==> src/rtl/tess_pkg.sv <==
// Shared constants, operation and status codes, and control types for the two-ended stack.
`default_nettype none
package tess_pkg;

    localparam int STORE_DEPTH = 256;
    localparam int WORD_WIDTH  = 32;
    localparam int ADDR_W      = $clog2(STORE_DEPTH);
    localparam int CNT_W       = ADDR_W + 1;
    localparam int OP_W        = 3;
    localparam int ST_W        = 2;
    localparam int USER_W      = OP_W + 1;

    localparam int IN_TDATA_W  = ((WORD_WIDTH + 7) / 8) * 8;
    localparam int OUT_BITS    = ST_W + WORD_WIDTH + ADDR_W + 1 + 3 * CNT_W + 1;
    localparam int OUT_TDATA_W = ((OUT_BITS + 7) / 8) * 8;

    localparam logic [OP_W-1:0] OP_PUSH   = 3'd0;
    localparam logic [OP_W-1:0] OP_POP    = 3'd1;
    localparam logic [OP_W-1:0] OP_PEEK   = 3'd2;
    localparam logic [OP_W-1:0] OP_SEARCH = 3'd3;
    localparam logic [OP_W-1:0] OP_CLEAR  = 3'd4;
    localparam logic [OP_W-1:0] OP_STATUS = 3'd5;

    localparam logic [ST_W-1:0] ST_OK       = 2'd0;
    localparam logic [ST_W-1:0] ST_FULL     = 2'd1;
    localparam logic [ST_W-1:0] ST_EMPTY    = 2'd2;
    localparam logic [ST_W-1:0] ST_NOTFOUND = 2'd3;

    typedef struct packed {
        logic take;
        logic read_done;
        logic srch_run;
        logic srch_done;
    } t_cmd;

    typedef struct packed {
        logic out_free;
        logic need_read;
        logic is_search;
        logic srch_end;
    } t_stat;

endpackage
`default_nettype wire

==> src/rtl/tess_ctrl.sv <==
// Controller state machine: accepts items and sequences store reads and searches.
`default_nettype none
module tess_ctrl (
    input  wire logic           i_clk,
    input  wire logic           i_rst_n,
    input  wire logic           i_s_tvalid,
    input  wire tess_pkg::t_stat i_stat,
    output logic                o_s_tready,
    output tess_pkg::t_cmd      o_cmd
);

    localparam logic [1:0] S_IDLE = 2'd0;
    localparam logic [1:0] S_READ = 2'd1;
    localparam logic [1:0] S_SRCH = 2'd2;

    logic [1:0] r_state;
    logic [1:0] n_state;

    always_comb begin
        n_state    = r_state;
        o_s_tready = 1'b0;
        o_cmd      = '0;
        unique case (r_state)
            S_IDLE: begin
                o_s_tready = i_stat.out_free;
                o_cmd.take = i_s_tvalid && i_stat.out_free;
                if (o_cmd.take) begin
                    if (i_stat.need_read) begin
                        n_state = S_READ;
                    end else if (i_stat.is_search) begin
                        n_state = S_SRCH;
                    end
                end
            end
            S_READ: begin
                o_cmd.read_done = 1'b1;
                n_state         = S_IDLE;
            end
            S_SRCH: begin
                o_cmd.srch_run = 1'b1;
                if (i_stat.srch_end) begin
                    o_cmd.srch_done = 1'b1;
                    n_state         = S_IDLE;
                end
            end
            default: begin
                n_state = S_IDLE;
            end
        endcase
    end

    always_ff @(posedge i_clk) begin
        if (!i_rst_n) begin
            r_state <= S_IDLE;
        end else begin
            r_state <= n_state;
        end
    end

endmodule
`default_nettype wire

==> config.mk <==
export PLATFORM = sky130hd
export DESIGN_NAME = tess_ctrl
export DESIGN_NICKNAME = d
export VERILOG_FILES = /design/src/rtl/tess_pkg.sv /design/src/rtl/tess_ctrl.sv
export SDC_FILE = /design/constraint.sdc
export NUM_CORES = 1
export LEC_CHECK = 0
export BUFFER_PORTS_ARGS = -buffer_cell sky130_fd_sc_hd__buf_4
export CORE_AREA = 4 4 41 43
export CTS_CLUSTER_DIAMETER = 60
export DETAILED_ROUTE_END_ITERATION = 12
export DIE_AREA = 0 0 45 47
export GPL_TIMING_DRIVEN = 1
export PLACE_DENSITY = 0.37
export SETUP_SLACK_MARGIN = 0.05
export SYNTH_ARGS = -nofsm -noshare
export SYNTH_HDL_FRONTEND = slang
export SYNTH_SLANG_ARGS = --single-unit
==> constraint.sdc <==
create_clock -name i_clk -period 2.6 [get_ports i_clk]
set_input_delay 0.52 -clock i_clk [delete_from_list [all_inputs] [get_ports i_clk]]
set_output_delay 0.52 -clock i_clk [all_outputs]
set_load 0.05 [all_outputs]
==> impl_metrics.yaml, run 1 <==
setup_path:
  path_cells: "nor2b_1, and2_1, buf_4"
  path_buf_inv: 1
  crit_family: "simple AND/OR/NAND/NOR gates"
  crit_type: "reg -> out"
  critPathSlowestCell: "dfxtp_1"
  arrival_ns: 1.16
  worst_path_largest_cell_delay_ns: 0.35
  worstSetupEndpointType: "output pin"
  regToRegSetupSlack_ns: 1.69
  worstPathRequired_ns: 2.08
  start_kind: "flip-flop"
  cp_max_fo: 4
clocking:
  cts_root_buffer: "clkbuf_4"
  clock-sinks: 2
  cts_buffer_depth: 2
  clk_latency_ns: 0.23
  clk_pin_slew_worst_paths_ns: 0.03
  ctsResizeCount: 0
  htreeDepth: 1
  cts_setup_buffers: 0
  cts_made_buffers: 3
  postCtsHoldBufs: 0
  cts_tree: "built"
timing:
  fmax_ghz: 0.5953
  drv_slew: 0
  skew_ns: 0.004264
  hold_viol_final: 0
  worst_pin_slew_ns: 0.2044
  tns_ns: 0
  layout_min_cycle_time_ns: 1.680
  setup_viol: 0
  relSlewSlack_pct: 86.35
  min_period_over_period_pct: 64.61
  rsz0062_at_grt: "no"
pwr:
  ir_worst_vdd_uv: 175.6
  p_seq_share_pct: 24.8
  power_density_nw_per_um2: 553.0
  p_sw_share_pct: 26.75
  p_leak_nw: 0.1284
  pwr-share-comb_pct: 21.9
  switchingPower_w: 0.00003498
  power_frac_clock_pct: 53.3
  intPower_w: 0.00009578
floorplanning:
  die_w_um: 45
  core_um2: 1301
  rows: 13
  ios: 12
  die_area_um2: 2115
  die_y_um: 47
  initial_core_util_pct: 8.654
layout:
  drive_gt1_share_pct: 64.00
  regMostFlops: "r_state"
  final_area_um2: 236.5
  largestRegisters: "r_state: 2 flops"
  final_nets: 34
  final_cell_mix: "buf_4 (11), clkbuf_4 (3), nor2b_1 (2), dfxtp_1 (2)"
  largest_register_ffs: 2
  final_common_cell: "buf_4"
  antenna_cells: 0
  areaGrowthSynthToFinish_pct: 110.0
detailed_routing:
  wl_per_cell_um: 9.325
  vias: 142
  met1_length_um: 168
  drcViolationCount: 0
  dr.pass1.iters: 1
  wirelength_um: 373
  wl_met3_um: 71
  vias_per_cell: 3.550
  ant_nets: 0
  route.met2.wl_um: 134
  top_layer_used: "met3"
  drtIter0Drc: 0
synthesis:
  netlist_area_um2: 112.6
  yosysWarnings: 0
  syn-num-nets: 18
  syn_area_per_cell_um2: 10.24
  yosysSeqAreaShare_pct: 35.56
  ys_ff_latch: 2
  synth.distinct_cells: 9
  syn_inst: 11
global_route:
  antenna_found_initial: 0
  grt_use_total_pct: 5.280
  grt_pass1_wl_um: 655
  grt_max_degree: 5
  grt_overflow_total: 0
  grt_pass1_vias: 156
outcome:
  status: "completed"
min_path:
  hp-class: "in -> reg"
placement:
  portBuffers: 11
  gp_congestion: 0.6074
  placed_area_um2: 214.0
  dp_hpwl_um: 305
flow_run:
  drv_cap: 0
-- final cells by class --
| cell class | instances | area (µm²) |
|---|---|---|
| tap | 15 | 18.77 |
| clock buffer | 3 | 22.52 |
| inverter | 1 | 3.754 |
| timing repair buffer | 11 | 82.58 |
| multi-input combinational | 8 | 68.82 |
| fill | 163 | 1065 |
| sequential | 2 | 40.04 |
-- per-layer routing --
layer / vias to the layer above / GRT usage, %
met1: 62 / 4.966
met4: 0 / 5.263
met2: 11 / 5.650
li1: 69 / -
met3: 0 / 6.130
met5: - / 0
-- final timing paths --
check | from | endpoint | cells after the start
hold / removal | i_stat[2] | r_state[0]$_SDFFE_PN0P_ | 2
setup reg to reg | r_state[0]$_SDFFE_PN0P_ | r_state[1]$_SDFFE_PN0P_ | 2
setup / recovery | r_state[1]$_SDFFE_PN0P_ | o_cmd[0] | 3
hold reg to reg | r_state[0]$_SDFFE_PN0P_ | r_state[1]$_SDFFE_PN0P_ | 2
-- cell families after synthesis --
family,count (synthesis),share of synthesized area (%)
AOI/OAI and AO/OA,1,9.999
and+or+nand+nor,7,51.12
buffers and inverters,1,3.330
DFF,2,35.56
-- power by group through the flow --
stage / Sequential, W / Combinational (W) / Clock, W
4_1_cts: 0.0000324 / 0.0000291 / 0.0000766
3_5_place_dp: 0.0000328 / 0.0000290 / 0
6_report: 0.0000324 / 0.0000287 / 0.0000697
3_3_place_gp: 0.0000328 / 0.0000290 / 0
5_1_grt: 0.0000325 / 0.0000304 / 0.0000820
2_1_floorplan: 0.0000326 / 0.0000162 / 0
-- stage by stage --
| step | utilization [%] | hold WS (ns) | total power (W) | std cells | setup WS (ns) |
|---|---|---|---|---|---|
| 6_report | 18.17 | 0.5324 | 0.0001308 | 40 | 0.9202 |
| 5_1_grt | 18.17 | 0.5331 | 0.0001449 | 40 | 0.8189 |
| 4_1_cts | 18.17 | 0.5202 | 0.0001380 | 40 | 0.8874 |
| 3_5_place_dp | 16.44 | 0.7447 | 0.00006175 | 37 | 1.042 |
| 3_3_place_gp | 16.44 | 0.7293 | 0.00006176 | 37 | 1.038 |
| 2_1_floorplan | - | 0.6659 | 0.00004879 | 11 | 0.4144 |
-- synth_stat cells --
| master | n | area share [%] |
|---|---|---|
| dfxtp_1 | 2 | 36 |
| nor2b_1 | 2 | 11 |
| a32o_2 | 1 | 10 |
| and2_1 | 1 | 5.6 |
| and3_1 | 1 | 5.6 |
| and3b_1 | 1 | 7.8 |
| and4bb_4 | 1 | 14 |
| inv_1 | 1 | 3.3 |
| nor3b_1 | 1 | 6.7 |
No activity file was read; power rests on OpenSTA's default activity.
==> run 2, diff against run 1 <==
- PLACE_DENSITY: 0.37 -> 0.38
- clock period: 2.6 -> 1.4 ns (I/O delays scaled with it)
==> run 2 against run 1 <==
Effect of this change: combinational power grew 110%; clock power is 82% higher; register-to-register slack lost 1.3 ns; flip-flop and latch count did not move; cell area up 17%; highest routed layer unchanged.
==> impl_metrics.yaml, run 2 (synthesis gave the netlist of run 1 again) <==
outcome:
  status: "completed"
detailed_routing:
  vias_per_cell: 3.286
  wl_per_cell_um: 9.595
  drcViolationCount: 0
  vias: 138
  ant_nets: 0
  drtIter0Drc: 1
  dr.pass1.iters: 2
  wirelength_um: 403
timing:
  rsz0062_at_grt: "yes"
  layout_min_cycle_time_ns: 1.328
  fmax_ghz: 0.7530
  skew_ns: 0.001425
  tns_ns: 0
  setup_viol: 0
  relSlewSlack_pct: 91.24
  min_period_over_period_pct: 94.86
  drv_slew: 0
  hold_viol_final: 0
  worst_pin_slew_ns: 0.1308
layout:
  final_common_cell: "buf_4"
  num-fill-cells: 156
  antenna_cells: 0
  largest_register_ffs: 2
  final_cell_mix: "buf_4 (11), clkbuf_4 (3), dfxtp_2 (2)"
  regMostFlops: "r_state"
  multi_input_area_um2: 81.33
  drive_gt1_share_pct: 81.48
  final-seq-area_um2: 42.54
  final_nets: 36
  final_area_um2: 277.8
  areaGrowthSynthToFinish_pct: 146.7
  largestRegisters: "r_state: 2 flops"
clocking:
  cts_root_buffer: "clkbuf_4"
  cts_buffer_depth: 2
  clk_latency_ns: 0.22
  htreeDepth: 1
  clock-sinks: 2
  clk_pin_slew_worst_paths_ns: 0.03
  cts_tree: "built"
  postCtsHoldBufs: 0
  cts_made_buffers: 3
floorplanning:
  initial_core_util_pct: 8.654
  die_y_um: 47
  die_w_um: 45
  core_um2: 1301
  die_area_um2: 2115
  ios: 12
  rows: 13
global_route:
  grt_pass1_wl_um: 593
  grt_pass1_vias: 152
  grt_use_total_pct: 4.728
  antenna_found_initial: 0
  grt_max_degree: 5
  grt_overflow_total: 0
setup_path:
  cp_max_fo: 4
  worstSetupEndpointType: "output pin"
  start_kind: "flip-flop"
  worstPathRequired_ns: 1.12
  crit_type: "reg -> out"
  arrival_ns: 1.05
placement:
  portBuffers: 11
  placed_area_um2: 221.5
  gp_congestion: 0.5734
pwr:
  p_leak_nw: 0.1467
  power_density_nw_per_um2: 899.8
  ir_worst_vdd_uv: 211.4
min_path:
  hp-class: "in -> reg"
flow_run:
  drv_cap: 0
[run 2: layout make-up]
| class | count | area share (%) |
|---|---|---|
| Timing Repair Buffer | 13 | 39.19 |
| Multi-Input combinational cell | 8 | 29.28 |
| Sequential cell | 2 | 15.32 |
| Clock buffer | 3 | 8.108 |
| Tap cell | 15 | 6.757 |
| Inverter | 1 | 1.351 |
[run 2: worst paths after layout]
| path | startpoint | end | slack, ns | cells past startpoint |
|---|---|---|---|---|
| worst min-delay path | i_stat[2] | r_state[0]$_SDFFE_PN0P_ | 0.29 | 2 |
| worst min register to register | r_state[0]$_SDFFE_PN0P_ | r_state[1]$_SDFFE_PN0P_ | 0.75 | 3 |
| worst max register to register | r_state[1]$_SDFFE_PN0P_ | r_state[1]$_SDFFE_PN0P_ | 0.36 | 3 |
| worst max-delay path | r_state[1]$_SDFFE_PN0P_ | o_cmd[3] | 0.07 | 2 |
[run 2: worst max-delay path: stages (launching register included)]
cell	delay, ns
dfxtp_2	0.32
and4bb_4	0.35
buf_8	0.15
[run 2: power breakdown]
part / internal [W] / switching (W)
Sequential: 0.0000593 / 0.00000198
Combinational: 0.0000307 / 0.0000307
Clock: 0.0000946 / 0.0000327
[run 2: through the flow]
| stage | total power, W | std cells | setup WS (ns) | hold WS, ns | utilization [%] |
|---|---|---|---|---|---|
| after detailed placement | 0.0001161 | 37 | 0.2137 | 0.5208 | 17.02 |
| after CTS | 0.0002583 | 41 | 0.05929 | 0.2834 | 20.77 |
| after floorplan | 0.00009182 | 11 | -0.2565 | 0.4259 | - |
| after global routing | 0.0002664 | 42 | 0.04372 | 0.2901 | 21.35 |
| final | 0.0002499 | 42 | 0.07202 | 0.2913 | 21.35 |
| after global placement | 0.0001158 | 37 | 0.2329 | 0.5179 | 17.02 |
[run 2: routing by layer]
metal  wire, µm  track usage [%]  vias to the layer above
met5          0                0                        -
met4          0            7.018                        0
met3         63            4.215                        0
met2        145            4.237                       10
met1        194            4.966                       55
li1           -                -                       73
[run 2: repair_timing]
action | 4_1_cts | 5_1_grt
endpoints found under the setup margin | 2 | 2
pin swaps | 1 | 0
hold endpoints to repair | 0 | 0
buffers inserted | 1 | 1
gates cloned | 0 | 0
gates resized for setup | 6 | 0
==> run 3, diff against run 2 <==
- PLACE_DENSITY: 0.38 -> unset
- PLACE_DENSITY_LB_ADDON: unset -> 0.2
==> run 3 against run 2 <==
Effect of this change: count of clock-buffer cells in the layout did not move; clock skew about the same; non-clock buffer count shrank 2; combinational power is 4.9% lower; flip-flop and latch count stayed put; cell area shrank 3.6%.
==> impl_metrics.yaml, run 3 (synthesis gave the netlist of run 1 again) <==
setup_path:
  regToRegSetupSlack_ns: 0.45
  rr_endpoint: "r_state[1]$_SDFFE_PN0P_"
  cp_max_fo: 4
  reg2reg_from: "r_state[0]$_SDFFE_PN0P_"
  crit_start: "r_state[0]$_SDFFE_PN0P_"
  start_kind: "flip-flop"
  worstPathRequired_ns: 1.12
  crit_type: "reg -> out"
  arrival_ns: 1.08
  worstSetupEndpointType: "output pin"
  reg2reg_depth: 2
layout:
  final_common_cell: "buf_4"
  final_area_um2: 267.8
  regMostFlops: "r_state"
  largestRegisters: "r_state: 2 flops"
  antenna_cells: 0
  final_core_util_pct: 20.58
  multi_input_area_um2: 83.83
  largest_register_ffs: 2
  final_nets: 34
  final_cell_mix: "buf_4 (9), clkbuf_4 (3)"
  areaGrowthSynthToFinish_pct: 137.8
  final-seq-area_um2: 45.04
  num-fill-cells: 149
  stdcell_count: 40
  drive_gt1_share_pct: 84.00
clocking:
  clk_latency_ns: 0.22
  clock-sinks: 2
  postCtsHoldBufs: 0
  cts_made_buffers: 3
  cts_setup_buffers: 0
  cts_buffer_depth: 2
  clk_pin_slew_worst_paths_ns: 0.03
  htreeDepth: 1
  cts_tree: "built"
  cts_root_buffer: "clkbuf_4"
detailed_routing:
  dr.pass1.iters: 2
  wl_per_cell_um: 9.425
  drtIter0Drc: 3
  ant_nets: 0
  drcViolationCount: 0
  vias_per_cell: 3.425
  vias: 137
  wirelength_um: 377
timing:
  drv_slew: 0
  hold_viol_final: 0
  worst_pin_slew_ns: 0.1479
  setup_viol: 0
  layout_min_cycle_time_ns: 1.359
  skew_ns: 0.001379
  rsz0062_at_grt: "yes"
  relSlewSlack_pct: 90.22
  min_period_over_period_pct: 97.09
  worst_slack_ns: 0.04080
  fmax_ghz: 0.7357
placement:
  placed_area_um2: 221.5
  portBuffers: 11
  dp.cells: 37
  dp_worst_setup_slack_ns: 0.2319
  gp_congestion: 0.5779
floorplanning:
  core_um2: 1301
  initial_core_util_pct: 8.654
  ios: 12
  rows: 13
  die_y_um: 47
  die_area_um2: 2115
  die_w_um: 45
global_route:
  grt_overflow_total: 0
  antenna_found_initial: 0
  grt_pass1_vias: 151
  grt_max_degree: 5
  grt_use_total_pct: 4.890
  grt_pass1_wl_um: 641
min_path:
  min_to: "r_state[0]$_SDFFE_PN0P_"
  hp-class: "in -> reg"
  min_path_cells: 2
  min_from: "i_stat[2]"
outcome:
  status: "completed"
pwr:
  power_density_nw_per_um2: 925.5
  ir_worst_vdd_uv: 320.1
  p_leak_nw: 0.1378
flow_run:
  drv_cap: 0
run 3: worst max path at each step:
stage	endpoint	slack (ns)	depth (start not counted)
after detailed placement	o_cmd[0]	0.23	3
after global placement	o_cmd[0]	0.24	3
after CTS	o_cmd[3]	0.03	2
final	o_cmd[3]	0.04	2
after floorplan	o_cmd[0]	-0.26	2
after global routing	o_cmd[3]	-0.005	2
run 3: metrics by stage:
| stage | hold WS [ns] | power [W] | TNS, ns |
|---|---|---|---|
| 2_1_floorplan | 0.4259 | 0.00009182 | -0.2565 |
| 3_3_place_gp | 0.5255 | 0.0001154 | 0 |
| 3_5_place_dp | 0.5247 | 0.0001161 | 0 |
| 4_1_cts | 0.2831 | 0.0002589 | 0 |
| 5_1_grt | 0.2856 | 0.0002687 | -0.004800 |
| 6_report | 0.2907 | 0.0002478 | 0 |
run 3: per-layer routing:
| metal | vias up | wire [µm] | track usage (%) |
|---|---|---|---|
| li1 | 69 | - | - |
| met1 | 59 | 138 | 4.072 |
| met2 | 9 | 189 | 7.062 |
| met3 | 0 | 49 | 3.831 |
| met4 | 0 | 0 | 5.263 |
| met5 | - | 0 | 0 |
run 3: critical path, stage by stage (launching register included):
cell and delay (ns):
dfxtp_2 0.34, and4bb_4 0.37, buf_8 0.15
run 3: where the power goes:
part	total, W	switching [W]	internal, W	leakage, nW
combinational	0.0000584	0.0000300	0.0000284	0.107
clock	0.000130	0.0000350	0.0000948	0.0138
sequential	0.0000596	0.00000195	0.0000577	0.0175
total	0.000248	0.0000670	0.000181	0.138
run 3: final cells by class:
cell class	count	area share (%)
clock buffer	3	8.411
multi-input combinational	8	31.31
sequential	2	16.82
inverter	1	1.402
tap	15	7.009
timing repair buffer	11	35.05
run 3: what timing repair did:
item                                    in CTS  in global routing
pin swaps                                    1                  1
endpoints found under the setup margin       2                  3
resized for setup                            5                  3
